`src/rtl/core/eodo_pkg.sv`:
```
// Package for the encoder differential odometry unit.
// Holds the fixed-point constants, widths and register indexes.
// No dependencies.
package eodo_pkg;

    localparam int ANGLE_BITS = 16;
    localparam int CFG_IDX_W  = 1;
    localparam int CFG_DATA_W = 32;

    // Shared shift-and-add multiplier and restoring divider widths.
    localparam int MUL_A_W = 56;
    localparam int MUL_B_W = 33;
    localparam int MUL_P_W = MUL_A_W + MUL_B_W;
    localparam int DIV_W   = 31;
    localparam int DEN_W   = 6;
    localparam int CNT_W   = 6;

    localparam logic [CFG_IDX_W-1:0] CFG_DIST_PER_COUNT = 1'b0;
    localparam logic [CFG_IDX_W-1:0] CFG_INV_WHEEL_BASE = 1'b1;

    localparam logic [31:0] DPC_RESET = 32'd26765;
    localparam logic [23:0] IWB_RESET = 24'd504123;

    localparam logic [29:0] INV_TWO_PI = 30'd683565276;
    localparam logic [32:0] TWO_PI_Q30 = 33'd6746518852;
    localparam logic [30:0] ONE_Q30    = 31'd1073741824;
    localparam logic [29:0] EIGHTH     = 30'd536870912;
    localparam logic [30:0] QUARTER    = 31'd1073741824;

    localparam logic [ANGLE_BITS:0] ANG_HALF = (ANGLE_BITS+1)'(1) << (ANGLE_BITS - 1);

endpackage

```
`src/rtl/core/encoder_differential_odometry_unit.sv`:
```
// Top level of the encoder differential odometry unit.
// Uses eodo_pkg for constants; contains the whole datapath and sequencer.
//
// Usage: each input item carries an absolute left and right wheel angle in
// units of 1/65536 turn, handed over on i_in_valid while o_in_stall is low.
// Each result item carries pos_x, pos_y (signed Q16.16, saturating) and the
// heading (unsigned Q0.32 turns) on o_out_valid while i_out_stall is low.
// The first item after reset only captures the angles and gives no result.
// Every later item gives exactly one result.
// All arithmetic runs through one bit-serial shift-and-add multiplier
// (with its load and finish steps) and one bit-serial restoring divider,
// used in turn by a sequencer for fourteen products and seven quotients.
// The next item is accepted as soon as the sequencer is back in its idle
// state, even while the previous result still waits in the output
// register; no new item is taken while the sequencer still works on the
// last one.
// When the receiver stalls, the finished result waits before the output
// register until the earlier one is taken, and o_in_stall stays high.
// Synchronous active-low reset clears the pose and the handshake state and
// returns the configuration registers to their reset values.
// Configuration is written through i_cfg_we, i_cfg_idx and i_cfg_data.
module encoder_differential_odometry_unit (
    input  logic                                i_clk,
    input  logic                                i_rst_n,
    input  logic                                i_in_valid,
    output logic                                o_in_stall,
    input  logic [15:0]                         i_left_angle,
    input  logic [15:0]                         i_right_angle,
    output logic                                o_out_valid,
    input  logic                                i_out_stall,
    output logic signed [31:0]                  o_pos_x,
    output logic signed [31:0]                  o_pos_y,
    output logic [31:0]                         o_heading,
    input  logic                                i_cfg_we,
    input  logic [eodo_pkg::CFG_IDX_W-1:0]      i_cfg_idx,
    input  logic [eodo_pkg::CFG_DATA_W-1:0]     i_cfg_data
);

    typedef enum logic [4:0] {
        S_IDLE, S_MDD, S_MIWB, S_MK, S_MR, S_MR2,
        S_DS1, S_MS1, S_DS2, S_MS2, S_DS3, S_MS0,
        S_DC1, S_MC1, S_DC2, S_MC2, S_DC3, S_MC3, S_DC4,
        S_MSUM, S_MX, S_MY, S_POST
    } t_state;

    typedef enum logic [1:0] {PH_LOAD, PH_RUN, PH_FIN} t_phase;

    t_state r_state;
    t_phase r_ph;
    logic [eodo_pkg::CNT_W-1:0] r_cnt;

    logic [31:0] r_dpc;
    logic [23:0] r_iwb;
    logic        r_started;
    logic [15:0] r_prev_l;
    logic [15:0] r_prev_r;
    logic [16:0] r_dd_mag;
    logic        r_dd_neg;
    logic [16:0] r_sum_mag;
    logic        r_sum_neg;

    logic [eodo_pkg::MUL_A_W-1:0] r_pa;
    logic [eodo_pkg::MUL_P_W-1:0] r_pp;
    logic [eodo_pkg::DIV_W-1:0]   r_dq;
    logic [eodo_pkg::DEN_W-1:0]   r_rem;
    logic [eodo_pkg::DEN_W-1:0]   r_den;

    logic [55:0] r_m;
    logic [29:0] r_r;
    logic [29:0] r_r2;
    logic [30:0] r_t;
    logic [30:0] r_s0;
    logic [30:0] r_c0;
    logic [31:0] r_head;
    logic signed [31:0] r_x;
    logic signed [31:0] r_y;

    logic        r_ovalid;
    logic [31:0] r_ox;
    logic [31:0] r_oy;
    logic [31:0] r_oh;

    // Decoded operation of the current state.
    logic                          c_is_div;
    logic [eodo_pkg::MUL_A_W-1:0]  c_a;
    logic [eodo_pkg::MUL_B_W-1:0]  c_b;
    logic [eodo_pkg::DIV_W-1:0]    c_num;
    logic [eodo_pkg::DEN_W-1:0]    c_den;
    t_state                        c_next;

    logic [eodo_pkg::MUL_A_W:0]    n_add;
    logic [eodo_pkg::MUL_P_W-1:0]  n_pp;
    logic [eodo_pkg::DEN_W:0]      n_sh;
    logic [eodo_pkg::DEN_W+1:0]    n_sub;
    logic                          n_ok;
    logic [eodo_pkg::DEN_W-1:0]    n_rem;
    logic [eodo_pkg::DIV_W-1:0]    n_dq;

    logic in_acc;
    logic signed [17:0] w_dl;
    logic signed [17:0] w_dr;
    logic signed [18:0] w_dd;
    logic signed [18:0] w_sum;

    logic [1:0]  w_quad;
    logic [29:0] w_f;
    logic        w_fold;
    logic [29:0] w_g;
    logic [30:0] w_ssel;
    logic [30:0] w_csel;
    logic [30:0] w_smag;
    logic [30:0] w_cmag;
    logic        w_sneg;
    logic        w_cneg;
    logic [31:0] w_hstep;
    logic [31:0] w_pstep;
    logic        w_out_free;

    function automatic logic signed [31:0] sat_add(input logic signed [31:0] acc,
                                                   input logic [31:0] step,
                                                   input logic neg);
        logic signed [33:0] s;
        logic signed [33:0] d;
        d = neg ? -$signed({2'b00, step}) : $signed({2'b00, step});
        s = {{2{acc[31]}}, acc} + d;
        if (s[33:31] == 3'b000 || s[33:31] == 3'b111) begin
            return s[31:0];
        end
        return s[33] ? 32'sh8000_0000 : 32'sh7FFF_FFFF;
    endfunction

    function automatic logic signed [17:0] ang_delta(input logic [15:0] cur,
                                                     input logic [15:0] prev);
        logic signed [17:0] diff;
        diff = $signed({2'b00, cur}) - $signed({2'b00, prev});
        if (diff > $signed({1'b0, eodo_pkg::ANG_HALF})) begin
            return diff - 18'sd65536;
        end else if (diff < -$signed({1'b0, eodo_pkg::ANG_HALF})) begin
            return diff + 18'sd65536;
        end
        return diff;
    endfunction

    assign in_acc      = i_in_valid && !o_in_stall;
    assign o_in_stall  = (r_state != S_IDLE);
    assign o_out_valid = r_ovalid;
    assign o_pos_x     = r_ox;
    assign o_pos_y     = r_oy;
    assign o_heading   = r_oh;
    assign w_out_free  = !r_ovalid || !i_out_stall;

    assign w_dl  = ang_delta(i_left_angle, r_prev_l);
    assign w_dr  = ang_delta(i_right_angle, r_prev_r);
    assign w_dd  = 19'(w_dr) - 19'(w_dl);
    assign w_sum = 19'(w_dr) + 19'(w_dl);

    assign w_quad = r_head[31:30];
    assign w_f    = r_head[29:0];
    assign w_fold = w_f > eodo_pkg::EIGHTH;
    assign w_g    = w_fold ? 30'(eodo_pkg::QUARTER - {1'b0, w_f}) : w_f;
    assign w_ssel = w_fold ? r_c0 : r_s0;
    assign w_csel = w_fold ? r_s0 : r_c0;

    always_comb begin
        case (w_quad)
            2'd0: begin
                w_smag = w_ssel; w_sneg = 1'b0; w_cmag = w_csel; w_cneg = 1'b0;
            end
            2'd1: begin
                w_smag = w_csel; w_sneg = 1'b0; w_cmag = w_ssel; w_cneg = 1'b1;
            end
            2'd2: begin
                w_smag = w_ssel; w_sneg = 1'b1; w_cmag = w_csel; w_cneg = 1'b1;
            end
            default: begin
                w_smag = w_csel; w_sneg = 1'b1; w_cmag = w_ssel; w_cneg = 1'b0;
            end
        endcase
    end

    assign w_hstep = r_pp[63:32] + {31'd0, r_pp[31]};
    assign w_pstep = r_pp[78:47] + {31'd0, r_pp[46]};

    always_comb begin
        c_is_div = 1'b0;
        c_a      = '0;
        c_b      = '0;
        c_num    = r_pp[60:30];
        c_den    = 6'd2;
        c_next   = S_IDLE;
        unique case (r_state)
            S_MDD:  begin c_a = {24'd0, r_dpc}; c_b = {16'd0, r_dd_mag}; c_next = S_MIWB; end
            S_MIWB: begin c_a = r_m; c_b = {9'd0, r_iwb}; c_next = S_MK; end
            S_MK:   begin c_a = r_m; c_b = {3'd0, eodo_pkg::INV_TWO_PI}; c_next = S_MR; end
            S_MR:   begin
                c_a = {23'd0, eodo_pkg::TWO_PI_Q30}; c_b = {3'd0, w_g}; c_next = S_MR2;
            end
            S_MR2:  begin c_a = {26'd0, r_r}; c_b = {3'd0, r_r}; c_next = S_DS1; end
            S_DS1:  begin
                c_is_div = 1'b1; c_num = {1'b0, r_r2}; c_den = 6'd42; c_next = S_MS1;
            end
            S_MS1:  begin c_a = {26'd0, r_r2}; c_b = {2'd0, r_t}; c_next = S_DS2; end
            S_DS2:  begin c_is_div = 1'b1; c_den = 6'd20; c_next = S_MS2; end
            S_MS2:  begin c_a = {26'd0, r_r2}; c_b = {2'd0, r_t}; c_next = S_DS3; end
            S_DS3:  begin c_is_div = 1'b1; c_den = 6'd6; c_next = S_MS0; end
            S_MS0:  begin c_a = {26'd0, r_r}; c_b = {2'd0, r_t}; c_next = S_DC1; end
            S_DC1:  begin
                c_is_div = 1'b1; c_num = {1'b0, r_r2}; c_den = 6'd56; c_next = S_MC1;
            end
            S_MC1:  begin c_a = {26'd0, r_r2}; c_b = {2'd0, r_t}; c_next = S_DC2; end
            S_DC2:  begin c_is_div = 1'b1; c_den = 6'd30; c_next = S_MC2; end
            S_MC2:  begin c_a = {26'd0, r_r2}; c_b = {2'd0, r_t}; c_next = S_DC3; end
            S_DC3:  begin c_is_div = 1'b1; c_den = 6'd12; c_next = S_MC3; end
            S_MC3:  begin c_a = {26'd0, r_r2}; c_b = {2'd0, r_t}; c_next = S_DC4; end
            S_DC4:  begin c_is_div = 1'b1; c_den = 6'd2; c_next = S_MSUM; end
            S_MSUM: begin
                c_a = {24'd0, r_dpc}; c_b = {16'd0, r_sum_mag}; c_next = S_MX;
            end
            S_MX:   begin c_a = r_m; c_b = {2'd0, w_cmag}; c_next = S_MY; end
            S_MY:   begin c_a = r_m; c_b = {2'd0, w_smag}; c_next = S_POST; end
            S_IDLE, S_POST: begin c_next = S_IDLE; end
            default: begin c_next = S_IDLE; end
        endcase
    end

    assign n_add = {1'b0, r_pp[eodo_pkg::MUL_P_W-1:eodo_pkg::MUL_B_W]}
                 + (r_pp[0] ? {1'b0, r_pa} : '0);
    assign n_pp  = {n_add, r_pp[eodo_pkg::MUL_B_W-1:1]};

    assign n_sh  = {r_rem, r_dq[eodo_pkg::DIV_W-1]};
    assign n_sub = {1'b0, n_sh} - {2'b00, r_den};
    assign n_ok  = !n_sub[eodo_pkg::DEN_W+1];
    assign n_rem = n_ok ? n_sub[eodo_pkg::DEN_W-1:0] : n_sh[eodo_pkg::DEN_W-1:0];
    assign n_dq  = {r_dq[eodo_pkg::DIV_W-2:0], n_ok};

    always_ff @(posedge i_clk) begin
        if (!i_rst_n) begin
            r_state   <= S_IDLE;
            r_ph      <= PH_LOAD;
            r_cnt     <= '0;
            r_dpc     <= eodo_pkg::DPC_RESET;
            r_iwb     <= eodo_pkg::IWB_RESET;
            r_started <= 1'b0;
            r_prev_l  <= '0;
            r_prev_r  <= '0;
            r_head    <= '0;
            r_x       <= '0;
            r_y       <= '0;
            r_ovalid  <= 1'b0;
        end else begin
            if (i_cfg_we) begin
                unique case (i_cfg_idx)
                    eodo_pkg::CFG_DIST_PER_COUNT: r_dpc <= i_cfg_data;
                    eodo_pkg::CFG_INV_WHEEL_BASE: r_iwb <= i_cfg_data[23:0];
                    default: ;
                endcase
            end

            if (r_ovalid && !i_out_stall && r_state != S_POST) begin
                r_ovalid <= 1'b0;
            end

            unique case (r_state)
                S_IDLE: begin
                    if (in_acc) begin
                        r_prev_l <= i_left_angle;
                        r_prev_r <= i_right_angle;
                        if (!r_started) begin
                            r_started <= 1'b1;
                        end else begin
                            r_dd_neg  <= w_dd[18];
                            r_dd_mag  <= 17'(w_dd[18] ? -w_dd : w_dd);
                            r_sum_neg <= w_sum[18];
                            r_sum_mag <= 17'(w_sum[18] ? -w_sum : w_sum);
                            r_state   <= S_MDD;
                            r_ph      <= PH_LOAD;
                        end
                    end
                end
                S_POST: begin
                    if (w_out_free) begin
                        r_ox     <= r_x;
                        r_oy     <= r_y;
                        r_oh     <= r_head;
                        r_ovalid <= 1'b1;
                        r_state  <= S_IDLE;
                    end
                end
                default: begin
                    unique case (r_ph)
                        PH_LOAD: begin
                            r_pa  <= c_a;
                            r_pp  <= {{eodo_pkg::MUL_A_W{1'b0}}, c_b};
                            r_dq  <= c_num;
                            r_den <= c_den;
                            r_rem <= '0;
                            r_cnt <= '0;
                            r_ph  <= PH_RUN;
                        end
                        PH_RUN: begin
                            if (c_is_div) begin
                                r_dq  <= n_dq;
                                r_rem <= n_rem;
                            end else begin
                                r_pp <= n_pp;
                            end
                            r_cnt <= r_cnt + 1'b1;
                            if ((c_is_div && r_cnt == eodo_pkg::CNT_W'(eodo_pkg::DIV_W - 1))
                                || (!c_is_div
                                    && r_cnt == eodo_pkg::CNT_W'(eodo_pkg::MUL_B_W - 1))) begin
                                r_ph <= PH_FIN;
                            end
                        end
                        default: begin
                            case (r_state)
                                S_MDD:  r_m <= r_pp[55:0];
                                S_MIWB: r_m <= r_pp[71:16] + {55'd0, r_pp[15]};
                                S_MK:   r_head <= r_dd_neg ? r_head - w_hstep
                                                           : r_head + w_hstep;
                                S_MR:   r_r <= r_pp[61:32] + {29'd0, r_pp[31]};
                                S_MR2:  r_r2 <= r_pp[59:30] + {29'd0, r_pp[29]};
                                S_DS1, S_DS2, S_DS3, S_DC1, S_DC2, S_DC3:
                                        r_t <= eodo_pkg::ONE_Q30 - r_dq;
                                S_DC4:  r_c0 <= eodo_pkg::ONE_Q30 - r_dq;
                                S_MS0:  r_s0 <= r_pp[60:30];
                                S_MSUM: r_m <= r_pp[55:0];
                                S_MX:   r_x <= sat_add(r_x, w_pstep, r_sum_neg ^ w_cneg);
                                S_MY:   r_y <= sat_add(r_y, w_pstep, r_sum_neg ^ w_sneg);
                                default: ;
                            endcase
                            r_ph    <= PH_LOAD;
                            r_state <= c_next;
                        end
                    endcase
                end
            endcase
        end
    end

    a_first_item_no_work: assert property (@(posedge i_clk) disable iff (!i_rst_n)
        (in_acc && !r_started) |=> (r_state == S_IDLE && r_started))
        else $error("first item must only initialize");

    a_item_starts_work: assert property (@(posedge i_clk) disable iff (!i_rst_n)
        (in_acc && r_started) |=> (r_state == S_MDD && r_ph == PH_LOAD))
        else $error("item after the first must start the sequencer");

    a_cnt_bound: assert property (@(posedge i_clk) disable iff (!i_rst_n)
        (r_ph == PH_RUN) |-> (r_cnt < eodo_pkg::CNT_W'(eodo_pkg::MUL_B_W)))
        else $error("serial step counter out of range");

    a_post_delivers: assert property (@(posedge i_clk) disable iff (!i_rst_n)
        (r_state == S_POST && w_out_free) |=> (r_ovalid && r_state == S_IDLE))
        else $error("finished result not moved to the output register");

    a_heading_only_in_mk: assert property (@(posedge i_clk) disable iff (!i_rst_n)
        !(r_state == S_MK && r_ph == PH_FIN) |=> $stable(r_head))
        else $error("heading changed outside its update step");

endmodule
```
`config.mk`:
```
export PLATFORM = sky130hd
export DESIGN_NAME = encoder_differential_odometry_unit
export DESIGN_NICKNAME = d
export VERILOG_FILES = /design/src/rtl/core/eodo_pkg.sv /design/src/rtl/core/encoder_differential_odometry_unit.sv
export SDC_FILE = /design/constraint.sdc
export NUM_CORES = 2
export LEC_CHECK = 0
export CORE_ASPECT_RATIO = 1.25
export CORE_UTILIZATION = 55
export DETAILED_ROUTE_END_ITERATION = 10
export DONT_BUFFER_PORTS = 1
export PLACE_DENSITY = 0.71
export SYNTH_ARGS = -nofsm -noshare
export SYNTH_HDL_FRONTEND = slang
export SYNTH_SLANG_ARGS = --single-unit
```
`constraint.sdc`:
```
create_clock -name i_clk -period 7.5 [get_ports i_clk]
set_input_delay 0.375 -clock i_clk [delete_from_list [all_inputs] [get_ports i_clk]]
set_output_delay 0.375 -clock i_clk [all_outputs]
set_load 0.01 [all_outputs]
```
==> impl_metrics.env <==
export IMPL_outcome="complete, no violations"
export IMPL_layout_drive_gt1_share=0.0631
export IMPL_routedWlPerCell_um=25.7
export IMPL_synth_top_family_by_area="simple AND/OR/NAND/NOR gates"
export IMPL_die_h_um=324
export IMPL_critPathSlowestCell="or3b_1"
export IMPL_rrSetupSlack_ns=0.69
export IMPL_synthSimpleGateAreaFrac=0.185
export IMPL_initial_utilization=0.558
export IMPL_timing_slew_headroom=0.104
export IMPL_grt_ovfl_total=0
export IMPL_timing_fmax_mhz=147
export IMPL_grt_use_total=0.365
export IMPL_synth_area_per_cell_um2=9.31
export IMPL_final_min_clock_period_ns=6.81
export IMPL_place_area_mm2=0.0469
export IMPL_critPathLaunchType="flip-flop"
export IMPL_synthToLayoutAreaGrowth_pct=9.92
export IMPL_tns_ns=0
export IMPL_r2r_start="r_pp[46]"
export IMPL_syn_inst=4900
export IMPL_drcViolationCount=0
export IMPL_synth_compound_area_frac=0.168
export IMPL_dr_pass1_iters=9
export IMPL_reg2reg_depth=24
export IMPL_ys_warn_count=0
export IMPL_synth_edf_count=527
export IMPL_ant_nets=0
export IMPL_cts_tree="done"
export IMPL_num_rows=117
export IMPL_max_cap_violations=0
export IMPL_synthAdderAreaFrac=0.0720
export IMPL_synth_mux_area_frac=0.00971
export IMPL_setup_violations=0
export IMPL_worstPathCellList="ha_1 > ha_2 > or3_1 > a2111o_1 > o41ai_1 > and4_1 > nand2_1 > nor3_1 > nand3_1 > nand2_1 > xor2_1 > ha_1 > a211oi_1 > o21ai_1 > a31o_2 > a221oi_1 > or3b_1 > a31o_2 > a311o_1 > xor2_1 > and2_1 > o31ai_4 > buf_4 > a211oi_1"
export IMPL_yosysUniqueCellTypes=93
export IMPL_ir_worst_vdd_mv=0.249
export IMPL_grt_pass1_vias=36900
export IMPL_dp_cells=5820
export IMPL_cts_max_path_buffers=3
export IMPL_whs_path_depth=2
export IMPL_critPathKind="flip-flop to flip-flop"
export IMPL_root_buffer="clkbuf_16"
export IMPL_clock_skew_ns=0.0383
export IMPL_die_area_mm2=0.0841
export IMPL_dr_first_iter_drc_count=4518
export IMPL_routed_wl_um=155000
export IMPL_fin_crit_sh=0.908
export IMPL_grt_max_degree=95
export IMPL_crit_buf_inv=1
export IMPL_required_ns=8.07
export IMPL_die_x_um=260
export IMPL_h_tree_depth=3
export IMPL_grt_pass1_wl_um=229000
export IMPL_crit_family="compound AO/OA/AOI/OAI gates"
export IMPL_yosysSeqAreaShare=0.434
export IMPL_layout_nets=5223
export IMPL_clk_pin_slew_ns=0.06
export IMPL_holdCritStartpoint="i_rst_n"
export IMPL_via_per_inst=6.43
export IMPL_power_density_mw_per_mm2=253
export IMPL_critPathMaxStageDelay_ns=0.43
export IMPL_cts_made_buffers=77
export IMPL_timing_rr_end="r_x[25]"
export IMPL_synthArstFlopShare=0
export IMPL_io_pins=168
export IMPL_cp_max_fo=22
export IMPL_dp_final_hpwl_um=113000
export IMPL_final_area_mm2=0.0502
export IMPL_antenna_found_initial=4
export IMPL_ys_flop_type="edfxtp_1"
export IMPL_finalWorstSetupSlack_ns=0.690
export IMPL_endpoint_kind="flip-flop"
export IMPL_instances_no_fill=6033
export IMPL_synth_seq_cells=726
export IMPL_portBuffers=0
export IMPL_tightest_slew_ns=1.33
export IMPL_synth_xor_area_share=0.0954
export IMPL_syn_area_mm2=0.0456
export IMPL_p_leak_nw=19.0
export IMPL_syn_nets=5227
export IMPL_preCtsSetupSlack_ns=0.514
export IMPL_total_power_w=0.0127
export IMPL_core_mm2=0.0818
export IMPL_clock_sinks=726
export IMPL_arrival_ns=7.38
export IMPL_hold_path_end="r_iwb[1]"
export IMPL_maxSlewViolCount=0
export IMPL_insertion_delay_ns=0.69
export IMPL_vias=38800
export IMPL_hold_path_class="input pin to flip-flop"
export IMPL_grt_setup_unrepaired="no"
export IMPL_hold_viol=0
export IMPL_gp_congestion=0.993
cell families (layout without fill, tap and decap cells):
| group | after synthesis | after routing |
|---|---|---|
| buffers and inverters | 424 | 485 |
| AND/OR/NAND/NOR | 1765 | 1765 |
| multiplexers | 44 | 44 |
| adder cells (fa/ha/maj) | 257 | 257 |
| flip-flops | 726 | 726 |
| other | 0 | 1 |
| AO/OA/AOI/OAI | 1191 | 1191 |
| XOR/XNOR | 493 | 493 |
per-layer routing:
layer  routed length [µm]  up-vias  global-route usage  part of all wire
met3                13500      627              0.0703             0.087
met2                73300     2137               0.612              0.47
li1                     -    17700                   -                 -
met1                53300    18300               0.400              0.34
met5                   13        -                   0          0.000084
met4                15200        2               0.305             0.098
cell usage in the layout (no fill, tap or decap), types with 66 or more instances in the layout:
| cell type | synthesis | final |
|---|---|---|
| and2_1 | 111 | 111 |
| a21oi_1 | 380 | 379 |
| clkbuf_16 | 0 | 81 |
| inv_1 | 175 | 174 |
| nand2_1 | 647 | 647 |
| dlygate4sd3_1 | 0 | 66 |
| xnor2_1 | 319 | 317 |
| a31oi_1 | 66 | 66 |
| nor3_1 | 94 | 87 |
| dfxtp_1 | 199 | 199 |
| edfxtp_1 | 527 | 527 |
| o21ai_0 | 246 | 246 |
| buf_4 | 6 | 99 |
| nand2b_1 | 72 | 71 |
| nor2_1 | 380 | 372 |
| nand3_1 | 117 | 116 |
| ha_1 | 248 | 247 |
| a21o_1 | 75 | 75 |
| xor2_1 | 171 | 171 |
worst register-to-register path, delay by kind of cell, from the launching register on:
kind,cells,cell delay (ns)
AND/OR/NAND/NOR,8,2.25
flip-flops,1,0.40
buffers and inverters,1,0.23
XOR/XNOR,2,0.41
AO/OA/AOI/OAI,10,2.44
adder cells (fa/ha/maj),3,0.97
state kept, by name, summed over array words and instances (netlist names), 17 cells and up:
name / cells
r_iwb: 24
r_pp: 89
r_y: 32
r_dpc: 32
r_c0: 31
r_s0: 31
r_head: 32
r_t: 31
r_r: 30
r_pa: 56
o_pos_y: 32
r_dq: 31
r_m: 56
r_r2: 30
o_heading: 32
r_x: 32
r_dd_mag: 17
o_pos_x: 32
power by group:
| part | switching, W | internal [W] |
|---|---|---|
| combinational | 0.00248 | 0.00142 |
| clock | 0.00176 | 0.00216 |
| sequential | 0.000190 | 0.00468 |
final cells by class:
class                   instances  area (µm²)
repair buffers                166        1430
clock buffers                 105        2190
fillers                      6944       31700
flip-flops and latches        726       19800
multi-input cells            3750       24300
diodes                          1        2.50
well taps                    1071        1340
clock inverters                39         389
inverters                     175         659
what timing repair did:
item | 4_1_cts | 5_1_grt
setup endpoints to repair | 0 | 4
hold buffers | 67 | 0
gates resized for setup | 0 | 3
endpoints found under the hold margin | 135 | 0
buffers inserted | 0 | 1
cells in the mapped netlist (all sizes together), types with 66 or more instances:
| cell type | instances | area share |
|---|---|---|
| a21oi | 380 | 0.042 |
| clkbuf | 208 | 0.017 |
| xor2 | 172 | 0.033 |
| and2 | 112 | 0.015 |
| nand2b | 72 | 0.0099 |
| nand2 | 647 | 0.053 |
| nor2 | 381 | 0.032 |
| a21o | 75 | 0.012 |
| a31oi | 66 | 0.0090 |
| nor3 | 96 | 0.011 |
| inv | 175 | 0.014 |
| o21ai | 251 | 0.028 |
| dfxtp | 199 | 0.087 |
| ha | 248 | 0.068 |
| edfxtp | 527 | 0.35 |
| xnor2 | 321 | 0.062 |
| nand3 | 118 | 0.013 |
through the flow:
stage	utilization	hold slack (ns)
floorplan	-	0.431
global placement	0.573	0.442
detailed placement	0.573	0.446
CTS	0.613	0.0320
global route	0.613	0.0491
finish	0.613	0.0602
worst max path at each step:
stage	start	endpoint	slack, ns	cells after the start
final	r_pp[46]	r_x[25]	0.69	24
after detailed placement	r_pp[47]	r_y[26]	0.51	24
after global placement	r_pp[46]	r_y[26]	0.62	24
after floorplan	r_pp[46]	r_x[10]	1.42	27
after global routing	r_pp[47]	r_y[26]	0.10	24
after CTS	r_pp[47]	r_y[26]	0.48	24
(Power assumes the default switching activity.)
